**config.mk**
```make
export PLATFORM = sky130hd
export DESIGN_NAME = humidity_temp_sample_decoder_unit
export DESIGN_NICKNAME = d
export VERILOG_FILES = /design/src/rtl/hts_pkg.sv /design/src/rtl/humidity_temp_sample_decoder_unit.sv /design/src/rtl/hts_front.sv /design/src/rtl/hts_back.sv
export SDC_FILE = /design/constraint.sdc
export NUM_CORES = 1
export LEC_CHECK = 0
export BUFFER_PORTS_ARGS = -buffer_cell sky130_fd_sc_hd__buf_2
export CAP_MARGIN = 0
export CORE_UTILIZATION = 48
export CTS_BUF_LIST = sky130_fd_sc_hd__clkbuf_4
export CTS_CLUSTER_DIAMETER = 200
export DETAILED_ROUTE_END_ITERATION = 7
export GPL_ROUTABILITY_DRIVEN = 0
export PLACE_DENSITY = 0.65
export SLEW_MARGIN = 20
export SYNTH_ARGS = -nofsm -noshare
export SYNTH_HDL_FRONTEND = slang
export SYNTH_SLANG_ARGS = --single-unit
```
**constraint.sdc**
```tcl
create_clock -name clk -period 19.1 [get_ports clk]
set_input_delay 3.82 -clock clk [delete_from_list [all_inputs] [get_ports clk]]
set_output_delay 3.82 -clock clk [all_outputs]
set_load 0.01 [all_outputs]
```
**src/rtl/hts_pkg.sv**
```systemverilog
// ----------------------------------------------------------------------------
// hts_pkg
// Shared types, codes and the check-byte helper for the sample decoder.
// ----------------------------------------------------------------------------
`default_nettype none

package hts_pkg;

  // command codes
  localparam logic [1:0] CMD_HUMIDITY  = 2'd0;
  localparam logic [1:0] CMD_TEMP      = 2'd1;
  localparam logic [1:0] CMD_TEMP_HUM  = 2'd2;
  localparam logic [1:0] CMD_ADC       = 2'd3;

  // register indexes
  localparam logic REG_RESOLUTION = 1'b0;
  localparam logic REG_FILTER     = 1'b1;

  // resolution codes
  localparam logic [1:0] RES_FULL = 2'd0;
  localparam logic [1:0] RES_LOW  = 2'd1;

  localparam logic [7:0]  CRC_POLY   = 8'h31;
  localparam logic [15:0] TEMP_MASK  = 16'hFFFC;
  localparam logic [10:0] HUM_SCALE  = 11'd1250;
  localparam logic [14:0] TEMP_SCALE = 15'd17572;
  localparam logic [12:0] TEMP_OFFS  = 13'd4685;
  localparam logic [5:0]  HUM_OFFS   = 6'd60;
  localparam logic [9:0]  HUM_MAX    = 10'd1000;
  localparam logic [7:0]  RECIP10_11 = 8'd205;      // 2^11 / 10, exact below 1029
  localparam logic [15:0] RECIP10_19 = 16'd52429;   // 2^19 / 10, exact for 16 bits
  localparam logic [23:0] ACC_MAX    = 24'hFFFFFF;

  // decoded item between the two stages
  typedef struct packed {
    logic [1:0]         cmd;
    logic               crc_ok;
    logic [9:0]         hum;     // tenths of percent, clamped
    logic signed [14:0] temp;    // hundredths of degree
    logic [15:0]        raw;
  } front_t;

  // one byte of the msb-first crc, polynomial x^8+x^5+x^4+1
  function automatic logic [7:0] crc_byte(input logic [7:0] crc, input logic [7:0] data);
    logic [7:0] c;
    c = crc ^ data;
    for (int i = 0; i < 8; i++) begin
      c = c[7] ? ((c << 1) ^ CRC_POLY) : (c << 1);
    end
    return c;
  endfunction

endpackage

`default_nettype wire

```
**src/rtl/humidity_temp_sample_decoder_unit.sv**
```systemverilog
// ----------------------------------------------------------------------------
// humidity_temp_sample_decoder_unit
// Decodes raw humidity, temperature and adc words into scaled results.
// ----------------------------------------------------------------------------
// usage:
//   input channel in_valid/in_ready carries cmd, raw_word and check_byte;
//   output channel out_valid/out_ready carries status, measurement, adc_sum.
//   one result beat per input beat, in order.
//   each input beat passes the decode stage register, then the output
//   register; throughput one beat per cycle while out_ready stays high, set by
//   the two-stage pipeline with the adc running sum closed over the output stage.
//   the check byte test and scaling multiplies sit in the decode stage, the
//   divide-by-ten rounding and the running sum in the output stage.
//   when out_ready is low the output beat holds; the decode stage still
//   takes a new beat while it is empty, then in_ready drops.
//   reset clears both stage valids, the adc sum and the two registers
//   (full resolution, no averaging shift).
//   cfg_write with cfg_index/cfg_data writes a register in the same cycle;
//   write only while no beat is in flight.
// ----------------------------------------------------------------------------
`default_nettype none

module humidity_temp_sample_decoder_unit
  import hts_pkg::*;
(
  input  wire logic               clk,
  input  wire logic               rst,
  input  wire logic               in_valid,
  output logic                    in_ready,
  input  wire logic [1:0]         cmd,
  input  wire logic [15:0]        raw_word,
  input  wire logic [7:0]         check_byte,
  output logic                    out_valid,
  input  wire logic               out_ready,
  output logic                    status,
  output logic signed [14:0]      measurement,
  output logic [23:0]             adc_sum,
  input  wire logic               cfg_write,
  input  wire logic               cfg_index,
  input  wire logic [3:0]         cfg_data
);

  logic [1:0] resolution_mode;
  logic [3:0] avg_shift;
  logic       advance;
  logic       stage_valid;
  front_t     stage;

  assign advance  = !out_valid || out_ready;
  assign in_ready = !stage_valid || advance;

  always_ff @(posedge clk) begin
    if (rst) begin
      resolution_mode <= RES_FULL;
      avg_shift       <= '0;
    end else if (cfg_write) begin
      unique case (cfg_index)
        REG_RESOLUTION: resolution_mode <= cfg_data[1:0];
        REG_FILTER:     avg_shift       <= cfg_data;
        default:        ;
      endcase
    end
  end

  hts_front u_front (
    .clk         (clk),
    .rst         (rst),
    .load        (in_ready),
    .accept      (in_valid && in_ready),
    .in_valid    (in_valid),
    .cmd         (cmd),
    .raw_word    (raw_word),
    .check_byte  (check_byte),
    .stage       (stage),
    .stage_valid (stage_valid)
  );

  hts_back u_back (
    .clk             (clk),
    .rst             (rst),
    .advance         (advance),
    .stage_valid     (stage_valid),
    .stage           (stage),
    .resolution_mode (resolution_mode),
    .avg_shift       (avg_shift),
    .out_valid       (out_valid),
    .status          (status),
    .measurement     (measurement),
    .adc_sum         (adc_sum)
  );

endmodule

`default_nettype wire

```
**src/rtl/hts_front.sv**
```systemverilog
// ----------------------------------------------------------------------------
// hts_front
// Check byte test and scaling multiplies, registered into the decode stage.
// ----------------------------------------------------------------------------
`default_nettype none

module hts_front
  import hts_pkg::*;
(
  input  wire logic        clk,
  input  wire logic        rst,
  input  wire logic        load,
  input  wire logic        accept,
  input  wire logic        in_valid,
  input  wire logic [1:0]  cmd,
  input  wire logic [15:0] raw_word,
  input  wire logic [7:0]  check_byte,
  output front_t           stage,
  output logic             stage_valid
);

  logic [7:0]         crc;
  logic [15:0]        temp_raw;
  logic [26:0]        hum_prod;
  logic [30:0]        temp_prod;
  logic signed [11:0] hum_off;
  logic [9:0]         hum_clamped;
  logic signed [15:0] temp_off;
  front_t             stage_next;

  always_comb begin
    crc       = crc_byte(crc_byte(8'h00, raw_word[15:8]), raw_word[7:0]);
    temp_raw  = (cmd == CMD_TEMP) ? (raw_word & TEMP_MASK) : raw_word;
    hum_prod  = 27'(raw_word) * 27'(HUM_SCALE);
    temp_prod = 31'(temp_raw) * 31'(TEMP_SCALE);
    hum_off   = $signed({1'b0, hum_prod[26:16]}) - $signed({6'd0, HUM_OFFS});
    if (hum_off < 0) begin
      hum_clamped = '0;
    end else if (hum_off > $signed({2'b00, HUM_MAX})) begin
      hum_clamped = HUM_MAX;
    end else begin
      hum_clamped = hum_off[9:0];
    end
    temp_off = $signed({1'b0, temp_prod[30:16]}) - $signed({3'd0, TEMP_OFFS});

    stage_next.cmd    = cmd;
    stage_next.crc_ok = (crc == check_byte);
    stage_next.hum    = hum_clamped;
    stage_next.temp   = temp_off[14:0];
    stage_next.raw    = raw_word;
  end

  always_ff @(posedge clk) begin
    if (rst) begin
      stage_valid <= 1'b0;
    end else if (load) begin
      stage_valid <= in_valid;
    end
  end

  always_ff @(posedge clk) begin
    if (accept) begin
      stage <= stage_next;
    end
  end

endmodule

`default_nettype wire

```
**src/rtl/hts_back.sv**
```systemverilog
// ----------------------------------------------------------------------------
// hts_back
// Rounding, result selection and the adc running sum; output register.
// ----------------------------------------------------------------------------
`default_nettype none

module hts_back
  import hts_pkg::*;
(
  input  wire logic               clk,
  input  wire logic               rst,
  input  wire logic               advance,
  input  wire logic               stage_valid,
  input  front_t                  stage,
  input  wire logic [1:0]         resolution_mode,
  input  wire logic [3:0]         avg_shift,
  output logic                    out_valid,
  output logic                    status,
  output logic signed [14:0]      measurement,
  output logic [23:0]             adc_sum
);

  logic [10:0]        hum_plus;
  logic [18:0]        hum_prod;
  logic [6:0]         hum_q;
  logic [9:0]         hum_round;
  logic               temp_neg;
  logic [13:0]        temp_mag;
  logic [29:0]        temp_prod;
  logic [10:0]        temp_q;
  logic [13:0]        temp_tens;
  logic signed [14:0] temp_round;
  logic signed [14:0] hum_val;
  logic signed [14:0] temp_val;
  logic [24:0]        acc_sum;
  logic [23:0]        acc_next;
  logic               status_next;
  logic signed [14:0] meas_next;
  logic               load;

  assign load = advance && stage_valid;

  always_comb begin
    // humidity to whole percent
    hum_plus  = {1'b0, stage.hum} + 11'd5;
    hum_prod  = 19'(hum_plus) * 19'(RECIP10_11);
    hum_q     = hum_prod[17:11];
    hum_round = 10'({hum_q, 3'b000}) + 10'({hum_q, 1'b0});
    hum_val   = (resolution_mode == RES_LOW) ? $signed({5'd0, hum_round})
                                             : $signed({5'd0, stage.hum});

    // temperature to tenths, half away from zero
    temp_neg   = (stage.temp <= 0);
    temp_mag   = temp_neg ? 14'(-stage.temp) : stage.temp[13:0];
    temp_mag   = temp_mag + 14'd5;
    temp_prod  = 30'(temp_mag) * 30'(RECIP10_19);
    temp_q     = temp_prod[29:19];
    temp_tens  = 14'({temp_q, 3'b000}) + 14'({temp_q, 1'b0});
    temp_round = temp_neg ? -$signed({1'b0, temp_tens}) : $signed({1'b0, temp_tens});
    temp_val   = (resolution_mode != RES_FULL) ? temp_round : stage.temp;

    // running sum, acc - (acc >> n) never goes negative
    acc_sum  = {1'b0, adc_sum} + 25'(stage.raw) - 25'(adc_sum >> avg_shift);
    acc_next = acc_sum[24] ? ACC_MAX : acc_sum[23:0];

    status_next = 1'b0;
    meas_next   = '0;
    case (stage.cmd)
      CMD_HUMIDITY: begin
        status_next = !stage.crc_ok;
        meas_next   = stage.crc_ok ? hum_val : '0;
      end
      CMD_TEMP: begin
        status_next = !stage.crc_ok;
        meas_next   = stage.crc_ok ? temp_val : '0;
      end
      CMD_TEMP_HUM: begin
        meas_next = temp_val;
      end
      default: begin
        meas_next = '0;
      end
    endcase
  end

  always_ff @(posedge clk) begin
    if (rst) begin
      out_valid <= 1'b0;
      adc_sum   <= '0;
    end else begin
      if (advance) begin
        out_valid <= stage_valid;
      end
      if (load && stage.cmd == CMD_ADC) begin
        adc_sum <= acc_next;
      end
    end
  end

  always_ff @(posedge clk) begin
    if (load) begin
      status      <= status_next;
      measurement <= meas_next;
    end
  end

endmodule

`default_nettype wire

```
# Yosys cells after proc, flatten, opt, wreduce, memory -nomap -nowiden
# Index checks and enable logic that the tools add are counted.
[word_totals]
ff_bits = 92
elab_cells = 95
output_inout_bits = 42
inputBits = 36
[classes]
addsub = 10
n_mux = 26
n_lt_le_gt_ge = 3
bitwise_logic = 18
multipliers = 4
eq_ne = 6
n_shift = 1
n_reduce_logical = 14
[ops]
columns = ["cell", "n"]
rows = [
  ["$mux W6", 16],
  ["$mux W15", 4],
  ["$not A3 Y3", 16],
  ["$pmux W15 S3", 1],
  ["$mul A14 B16 Y30 const B", 1],
  ["$mul A16 B13 Y29 const B", 1],
  ["$mul A16 B10 Y26 const B", 1],
  ["$add A24 B16 Y25", 1],
  ["$shr A24 B4 Y25", 1],
  ["$sub A25 B25 Y25", 1],
  ["$mux W24", 1],
  ["$mux W10", 2],
  ["$mul A11 B8 Y18 const B", 1],
  ["$le A15 B1 Y1 const B", 1],
  ["$neg A14 Y15", 1],
  ["$sub A15 B13 Y15 const B", 1],
  ["$add A14 B12 Y14", 1],
  ["$add A14 B3 Y14 const B", 1],
  ["$mux W14", 1],
  ["$neg A14 Y14", 1],
  ["$gt A12 B11 Y1 const B", 1],
  ["$lt A12 B1 Y1 const B", 1],
  ["$sub A11 B6 Y12 const B", 1],
  ["$add A10 B3 Y11 const B", 1],
  ["14 further kinds", 24],
]

# Depth between registers and ports, before layout
# Gate-level depths: netlist (run 1).
[logic_depth]
word_depth = 34
mapped_depth = 43
mapped_depth_nobuf = 43

# Hierarchy
# From an unflattened synthesis (run 1), not the netlist that was laid out.
[hier_totals]
hier_cells = 2055
area_unflattened_um2 = 18915.6
[modules_own_cells]
columns = ["mod", "instances", "seq_area_each_um2", "cells_each", "area_each_um2"]
rows = [
  ["hts_back", 1, 980.9, 1242, 10852.9],
  ["hts_front", 1, 1341.3, 786, 7792.5],
  ["humidity_temp_sample_decoder_unit", 1, 120.1, 27, 270.3],
]

# Worst setup path after synthesis (run 1)
# No wires, ideal clock.
[synth_timing]
path_kind = "reg-to-reg"
startpoint = "register, netlist name u_front.stage[16]"
endpoint = "register u_back.measurement[12], data pin"
setup_ns = 0.272
synth_period_minus_slack_ns = 11.430
slack_ns = 7.670
path_buffers = 0
t_arrival_ns = 11.158
path_stages_with_launch = 42
t_required_ns = 18.828
path_cell_list = "edfxtp_1 inv_1 ha_1 or4b_1 or4_4 o41ai_4 mux2_4 ha_1 inv_1 a21oi_1 o21ai_1 or3_1 or3_4 nor3_2 xnor2_1 ha_1 fa_1 inv_1 (+6 left out) inv_1 ha_1 and4_1 and3_1 and4_1 a311oi_4 o211ai_1 a2111oi_0 nor4_1 nor2_1 ha_1 xnor2_1 nor2_1 nor4b_1 o2111ai_1 o41ai_2 xnor2_1 a211oi_2"
[synth_between]
elab_chain_cells = 10
word_cells_on_any_way = 11
cone_classes = "add/sub: 4; mul: 1; order compare: 1; mux: 5"
[synth_rtl]
columns = ["item", "line", "text"]
rows = [
  ["$neg A14 Y14 or $le A15 B1 Y1 (tied branches)", "hts_back.sv:54, hts_back.sv:53", ""],
  ["$mux W14", "hts_back.sv:54", "temp_mag = temp_neg ? 14'(-stage.temp) : stage.temp[13:0];"],
  ["$add A14 B3 Y14", "hts_back.sv:55", "temp_mag = temp_mag + 14'd5;"],
  ["$mul A14 B16 Y30", "hts_back.sv:56", "temp_prod = 30'(temp_mag) * 30'(RECIP10_19);"],
  ["$add A14 B12 Y14", "hts_back.sv:58", "temp_tens = 14'({temp_q, 3'b000}) + 14'({temp_q, 1'b0});"],
  ["$neg A14 Y15", "hts_back.sv:59", "temp_round = temp_neg ? -$signed({1'b0, temp_tens}) : $signed({1'b0, temp_tens});"],
  ["$mux W15 (*)", "hts_back.sv:59", ""],
  ["$mux W15 (*)", "hts_back.sv:60", "temp_val = (resolution_mode != RES_FULL) ? temp_round : stage.temp;"],
  ["$mux W15", "hts_back.sv:75", "meas_next = stage.crc_ok ? temp_val : '0;"],
  ["$pmux W15 S3 (*)", "hts_back.sv:68", "case (stage.cmd)"],
  ["net u_back.meas_next[12]", "hts_back.sv:38", "logic signed [14:0] meas_next;"],
  ["to (signal assigned)", "hts_back.sv:103", "measurement <= meas_next;"],
  ["to (decl)", "hts_back.sv:19", "output logic signed [14:0] measurement,"],
]
# Mark *: on every way through the listed nets, which the timed path passes. The rest lies on a longest branch.
# A chain may end at the register's enable or synchronous reset.

# Final worst setup path (run 1)
[layout_timing]
startpoint = "register, netlist name u_front.stage[16]"
endpoint = "register u_back.measurement[12], data pin"
[layout_between]
elab_chain_cells = 10
word_cells_on_any_way = 11
cone_classes = "add/sub: 4; mul: 1; order compare: 1; mux: 5"
[layout_rtl]
columns = ["item", "line"]
rows = [
  ["$neg A14 Y14 or $le A15 B1 Y1 (tied branches)", "hts_back.sv:54, hts_back.sv:53"],
  ["$mux W14", "hts_back.sv:54"],
  ["$add A14 B3 Y14", "hts_back.sv:55"],
  ["$mul A14 B16 Y30", "hts_back.sv:56"],
  ["$add A14 B12 Y14", "hts_back.sv:58"],
  ["$neg A14 Y15", "hts_back.sv:59"],
  ["$mux W15 (*)", "hts_back.sv:59"],
  ["$mux W15 (*)", "hts_back.sv:60"],
  ["$mux W15", "hts_back.sv:75"],
  ["$pmux W15 S3 (*)", "hts_back.sv:68"],
  ["net u_back.meas_next[12]", "hts_back.sv:38"],
]
# Marks and branches as above.

==> run metrics, run 1 <==
Std-Cell Rows=71; Seq cells post-synth=just over 90; Slew Limit Fails=0; total CTS buffers=9; Min-Delay Path Class=flip-flop to flip-flop; largest net degree at the start of global routing=45; Initial Utilization=between 40% and 50%; CTS Sinks=92; detailed placer's ending HPWL=35.7 mm; RSZ-0062 raised after global routing=no; die area=a little under 0.04 mm2; number of H-tree levels=3; growth of design area from synthesis to finish=5.74%; Critical Path AT=approximately 13 ns; Worst R2R Path Depth=about 40; CTS max path bufs=2; Max Cap Violations=0; Rel. slew slack=between 20% and 30%; vias per inst=5.40; layout cells sized above 1=under 10%; DRT iter0 DRCs=~730; post-route cell area=0.0195 mm2; setup TNS=0 ns; clk slew on worst S/H paths=roughly 0.18 ns; WHS Path Cells=2; Final Critical Period=roughly 13 ns; ys async rst share=0%; Worst Setup Start Kind=flip-flop; final hold violations=0; hold buffers post-CTS=0; Core Box Area=roughly 0.038 mm2; I/O Buffers=77; TritonCTS clock tree=yes; Tcrit/Tclk final=65.6%; Hold WS=around 0.53 ns; I/O pin count=~80; vias in the first global route=14056; sequential element share of the synthesized area=13.2%; antenna-violating nets left=0; Post-CTS Resized=0; Syn. warnings=0; CP Capture Type=flip-flop; Die Ht=~200 um; Final Net Count=between 2000 and 3000; Crit path top cell by count=inv_1; syn nets=2584; drt pass-1 iters=5; netlist area before placement=0.0185 mm2; root buf cell=clkbuf_4; Setup-failing EPs final=0; global-route wire length before repair=~70 mm; Max Clock Freq=between 70 and 80 MHz; Req. time, crit path=between 15 and 20 ns; DR DRC count=0; Worst Skew=0.0349 ns; crit-path max FO=11; clk_lat worst skew=~0.50 ns; EDFF count, synth=60; number of library cell types mapped by synthesis=slightly below 90; total gr overflow=0; placed inst area=0.0194 mm2; Synth Flop Type=edfxtp_1; Slowest cell on crit path=edfxtp_1; GRT Total Usage=between 20 and 25%; Wirelength per Cell=approximately 16 um; Worst Max-Slew Pin Slew=about 1.1 ns; Avg Inst Size Synth=9.06 um2; initial antenna violation count=1; Critical Setup Path Class=flip-flop to flip-flop; final WL=42.1 mm; synthesized netlist cell count=2040; via count=between 10000 and 15000; setup bufs post-CTS=0; Worst path max stage delay=approximately 0.7 ns; DIE WIDTH=~200 um; status=finished clean
-- placed cells by master, fill, tap and decap left out, types with 13 or more instances in the layout --
cell and n:
mux2i_1 36, and3_1 22, nand2_1 86, inv_1 401
nand3_1 28, edfxtp_1 60, fa_1 155, xnor2_1 98
o21ai_0 59, a21o_1 43, or2_2 13, a211oi_1 35
mux4_2 14, o21a_1 17, or3_1 15, and2_1 23
xor2_1 65, nor2b_1 16, a21oi_1 92, ha_1 353
dfxtp_1 32, nand2b_1 15, nor2_1 112, nor3_1 26
buf_2 77
-- through the flow --
| step | instances | utilization [%] | worst slack, ns |
|---|---|---|---|
| 6_report | 2611 | 51.8 | 6.56 |
| 2_1_floorplan | 2040 | - | 7.67 |
| 3_5_place_dp | 2594 | 51.4 | 6.57 |
| 3_3_place_gp | 2594 | 51.4 | 6.87 |
| 5_1_grt | 2611 | 51.8 | 5.63 |
| 4_1_cts | 2610 | 51.7 | 6.53 |
-- flip-flops by register name, indices dropped and copies added (netlist names) --
name / count
avg_shift: 4
u_back.adc_sum: 24
u_back.out_valid: 1
u_back.measurement: 15
u_front.stage_valid: 1
u_back.status: 1
u_front.stage: 44
resolution_mode: 2
-- final cells by class --
class                   instances  area, um2
repair buffers                 83        430
clock buffers                   9       67.6
flip-flops and latches         92       2440
inverters                     405       1520
clock inverters                 7       78.8
multi-input cells            1503      14400
diodes                          1       2.50
fillers                      3599      18200
well taps                     511        639
-- metal layers --
layer / GRT usage (%) / share of wire, % / up-vias
met5: 0 / 0 / -
met4: 6.26 / 2.2 / 0
met3: 1.67 / 3.3 / 55
met2: 37.9 / 48 / 251
met1: 30.5 / 47 / 6718
li1: - / - / 7069
-- Yosys cell counts (9+ instances only) --
cell type / instances / area share (%)
a211oi_1: 35 / 1.4
a21o_1: 43 / 1.7
a21oi_1: 92 / 2.5
a31oi_1: 9 / 0.30
and2_1: 24 / 0.81
and3_1: 22 / 0.74
clkbuf_1: 30 / 0.61
dfxtp_1: 32 / 3.5
edfxtp_1: 60 / 9.8
fa_1: 155 / 17
ha_1: 353 / 24
inv_1: 401 / 8.1
mux2i_1: 36 / 2.0
mux4_2: 14 / 1.7
nand2_1: 86 / 1.7
nand2b_1: 15 / 0.51
nand3_1: 28 / 0.76
nor2_1: 112 / 2.3
nor2b_1: 17 / 0.58
nor3_1: 26 / 0.70
o211ai_1: 9 / 0.37
o21a_1: 17 / 0.69
o21ai_0: 59 / 1.6
or2_2: 13 / 0.44
or3_1: 15 / 0.51
xnor2_1: 98 / 4.6
xor2_1: 65 / 3.1
-- cells by family (layout without fill, tap and decap cells) --
group           after synthesis  in the layout  share of synthesized area, %
other cells                   0              1                             0
compound gates              365            365                          13.6
simple gates                409            409                          11.3
fa+ha+maj                   510            510                          40.8
xor+xnor                    166            166                          8.08
flops                        92             92                          13.2
buf+inv                     445            504                          9.10
mux                          53             53                          3.86
-- worst max-delay path: cells and delay by family, from the launching register on --
family | cells | cell delay [ns]
XOR/XNOR | 3 | 0.59
multiplexers | 1 | 0.23
flip-flops | 1 | 0.70
AO/OA/AOI/OAI | 9 | 2.72
buffers and inverters | 6 | 0.54
adder cells (fa/ha/maj) | 10 | 4.01
AND/OR/NAND/NOR | 12 | 3.49
-- final timing paths --
kind | start | endpoint | slack [ns]
max reg2reg | u_front.stage[16]$_DFFE_PP_ | u_back.measurement[12]$_DFFE_PP_ | 6.56
max | u_front.stage[16]$_DFFE_PP_ | u_back.measurement[12]$_DFFE_PP_ | 6.56
min | u_front.stage_valid$_SDFFE_PP0N_ | u_back.out_valid$_SDFFE_PP0P_ | 0.53
min reg2reg | u_front.stage_valid$_SDFFE_PP0N_ | u_back.out_valid$_SDFFE_PP0P_ | 0.53
Power of run 1 is not shown: default switching activity piles up to over one toggle a cycle in this logic, so the estimate is an artifact.
==> inputs of run 2 (changes only) <==
Settings changed: ABC_AREA from default to 1.
Clock period 19.1 ns to 12.58 ns, I/O delays scaled along.
==> run metrics, run 2 <==
HP Start=resolution_mode[0]$_SDFFE_PP0P_; reg2reg start=u_front.stage[16]$_DFFE_PP_; CTS Sinks=92 (unchanged); WHS Path Cells=2 (unchanged); commonest cells after routing, fill and taps aside=inv_1 (551), ha_1 (353), nand2_1 (316), fa_1 (155), o21ai_0 (147); crit-path max FO=26 (+15); Max Clock Freq=96.3 MHz (+21%); Final Net Count=2945 (+12%); TritonCTS clock tree=yes; r2r setup slk=2.19 ns (-4.37 ns); Worst Skew=0.0273 ns (-0.00768 ns); final worst setup slack=2.19 ns (-4.37 ns); number of H-tree levels=3 (unchanged); netlist area before placement=0.0184 mm2 (-0.46%); final WL=42.4 mm (+0.69%); GRT Total Usage=22.7% (+0.38 points); Reg with most FFs=u_front.stage; total gr overflow=0 (unchanged); DP Worst Slack=2.29 ns (-4.28 ns); Rel. slew slack=39.1% (+11 points); ranking of synthesized cells by area=ha_1 (24%), fa_1 (17%), inv_1 (11%); final hold violations=0 (unchanged); status=finished clean; root buf cell=clkbuf_4; drt pass-1 iters=5 (unchanged); Die Ht=198 um (-0.23%); sequential element share of the synthesized area=13.3% (+0.061 points); Initial Utilization=48.8% (-0.11 points); largest net degree at the start of global routing=45 (unchanged); vias in the first global route=14772 (+5.1%); I/O pin count=78 (unchanged); Critical Setup Path Class=flip-flop to flip-flop; CTS max path bufs=2 (unchanged); Min-Delay Path Class=flip-flop to flip-flop; Core Box Area=0.0377 mm2 (-0.24%); RSZ-0062 raised after global routing=no; Avg Inst Size Synth=7.86 um2 (-13%); via count=14989 (+6.4%); clk_lat worst skew=0.53 ns (+0.03 ns); Worst path max stage delay=0.76 ns (+0.06 ns); detailed placer's ending HPWL=36.5 mm (+2.2%); setup bufs post-CTS=0 (unchanged); DIE WIDTH=198 um (-0.23%); Tcrit/Tclk final=82.6% (+17 points); hold buffers post-CTS=0 (unchanged); Post-CTS Resized=0 (unchanged); Worst Setup Start Kind=flip-flop; clk slew on worst S/H paths=0.16 ns (-0.02 ns); post-synth top area cell=ha_1; Synth Flop Type=edfxtp_1; CP Capture Type=flip-flop; synthesized netlist cell count=2340 (+15%); die area=0.0391 mm2 (-0.46%); antenna-violating nets left=0 (unchanged); number of library cell types mapped by synthesis=56 (-37%); fill cell count=3764 (+4.6%); Req. time, crit path=12.84 ns (-6.51 ns); DRT iter0 DRCs=800 (+10%); count leader, synth=inv_1; Slew Limit Fails=0 (unchanged); Wirelength per Cell=14.5 um (-9.9%); post-route cell area=0.0195 mm2 (-0.33%); global-route wire length before repair=71.4 mm (+1.7%); Largest regs=u_front.stage (44), u_back.adc_sum (24), u_back.measurement (15); EDFF count, synth=60 (unchanged); Std-Cell Rows=71 (unchanged); max reg flops=44 (unchanged); Worst R2R Path Depth=49 (+20%); ys async rst share=0% (unchanged); most common cell after layout, fill and taps aside=inv_1; Syn. warnings=0 (unchanged); DR DRC count=0 (unchanged); Max Cap Violations=0 (unchanged); setup TNS=0 ns (unchanged); Seq cells post-synth=92 (unchanged); worst hold endpoint=resolution_mode[0]$_SDFFE_PP0P_; area fraction of the dominant cell type after synthesis=24.0% (+0.11 points); Slowest cell on crit path=edfxtp_1; RR Endpoint=u_back.measurement[13]$_DFFE_PP_; Setup-failing EPs final=0 (unchanged); placed inst area=0.0193 mm2 (-0.34%); vias per inst=5.14 (-4.8%); total CTS buffers=9 (unchanged); Post-synth top cells=inv_1 (552), ha_1 (353), nand2_1 (316), fa_1 (155), o21ai_0 (147); Final Critical Period=10.39 ns (-2.15 ns); layout cells sized above 1=6.11% (-1.3 points); I/O Buffers=77 (unchanged); syn nets=2884 (+12%); initial antenna violation count=1 (unchanged); growth of design area from synthesis to finish=5.88%; Critical Path AT=10.65 ns (-2.14 ns); Crit path top cell by count=inv_1; Worst Max-Slew Pin Slew=0.911 ns (-0.168 ns)
-- run 2: cell types whose count changed in the layout (fill, tap and decap cells not counted), moves of 18 or more --
cell	previous run	this run
a21o_1	43	7
xor2_1	65	89
xnor2_1	98	59
nand2_2	0	23
nand2_1	86	316
nand3_1	28	73
mux2i_1	36	13
a211oi_1	35	7
inv_1	401	551
and2_1	23	2
nand4_1	5	23
and3_1	22	0
a21oi_1	92	123
o21ai_0	59	147
-- run 2: worst max-delay path: cells and delay by family, from the launching register on --
kind | cells | cell delay [ns]
flops | 1 | 0.76
buf+inv | 9 | 0.79
xor+xnor | 1 | 0.23
fa+ha+maj | 10 | 4.33
compound gates | 4 | 1.00
simple gates | 25 | 2.98
-- run 2: final cells by class --
type	instances	area [um2]	area share, %
Tap cell	511	639	3.28
Multi-Input combinational cell	1663	13800	70.6
Timing Repair Buffer	80	408	2.09
Clock buffer	9	67.6	0.347
Sequential cell	92	2440	12.5
Inverter	555	2080	10.7
Antenna cell	1	2.50	0.0128
Clock inverter	7	75.1	0.385
-- run 2: cell families after synthesis --
kind of cell	Yosys count	synth area share (%)
flops	92	13.3
buf+inv	585	12.0
xor+xnor	149	7.14
mux	13	0.707
compound gates	370	11.3
fa+ha+maj	508	40.9
simple gates	623	14.7
-- run 2: worst max path at each step --
stage | startpoint | end | cells past startpoint
finish | u_front.stage[16]$_DFFE_PP_ | u_back.measurement[13]$_DFFE_PP_ | 49
global route | u_front.stage[16]$_DFFE_PP_ | u_back.measurement[13]$_DFFE_PP_ | 49
CTS | u_front.stage[16]$_DFFE_PP_ | u_back.measurement[13]$_DFFE_PP_ | 49
detailed placement | u_front.stage[16]$_DFFE_PP_ | u_back.measurement[13]$_DFFE_PP_ | 49
global placement | u_front.stage[16]$_DFFE_PP_ | u_back.measurement[13]$_DFFE_PP_ | 49
floorplan | u_front.stage[16]$_DFFE_PP_ | u_back.measurement[13]$_DFFE_PP_ | 49
-- run 2: routing by layer --
metal	track usage [%]	share of wire [%]
met1	30.6	48
met2	38.9	47
met3	2.13	3.4
met4	6.32	2.1
met5	0	0
-- run 2: per-stage QoR --
stage / util, % / std cells / hold WS, ns
final: 51.7 / 2918 / 0.483
after CTS: 51.7 / 2917 / 0.490
after global placement: 51.3 / 2901 / 0.466
after detailed placement: 51.3 / 2901 / 0.469
after global routing: 51.7 / 2918 / 0.505
after floorplan: - / 2340 / 0.445
Power of run 2 is left out for the same reason.
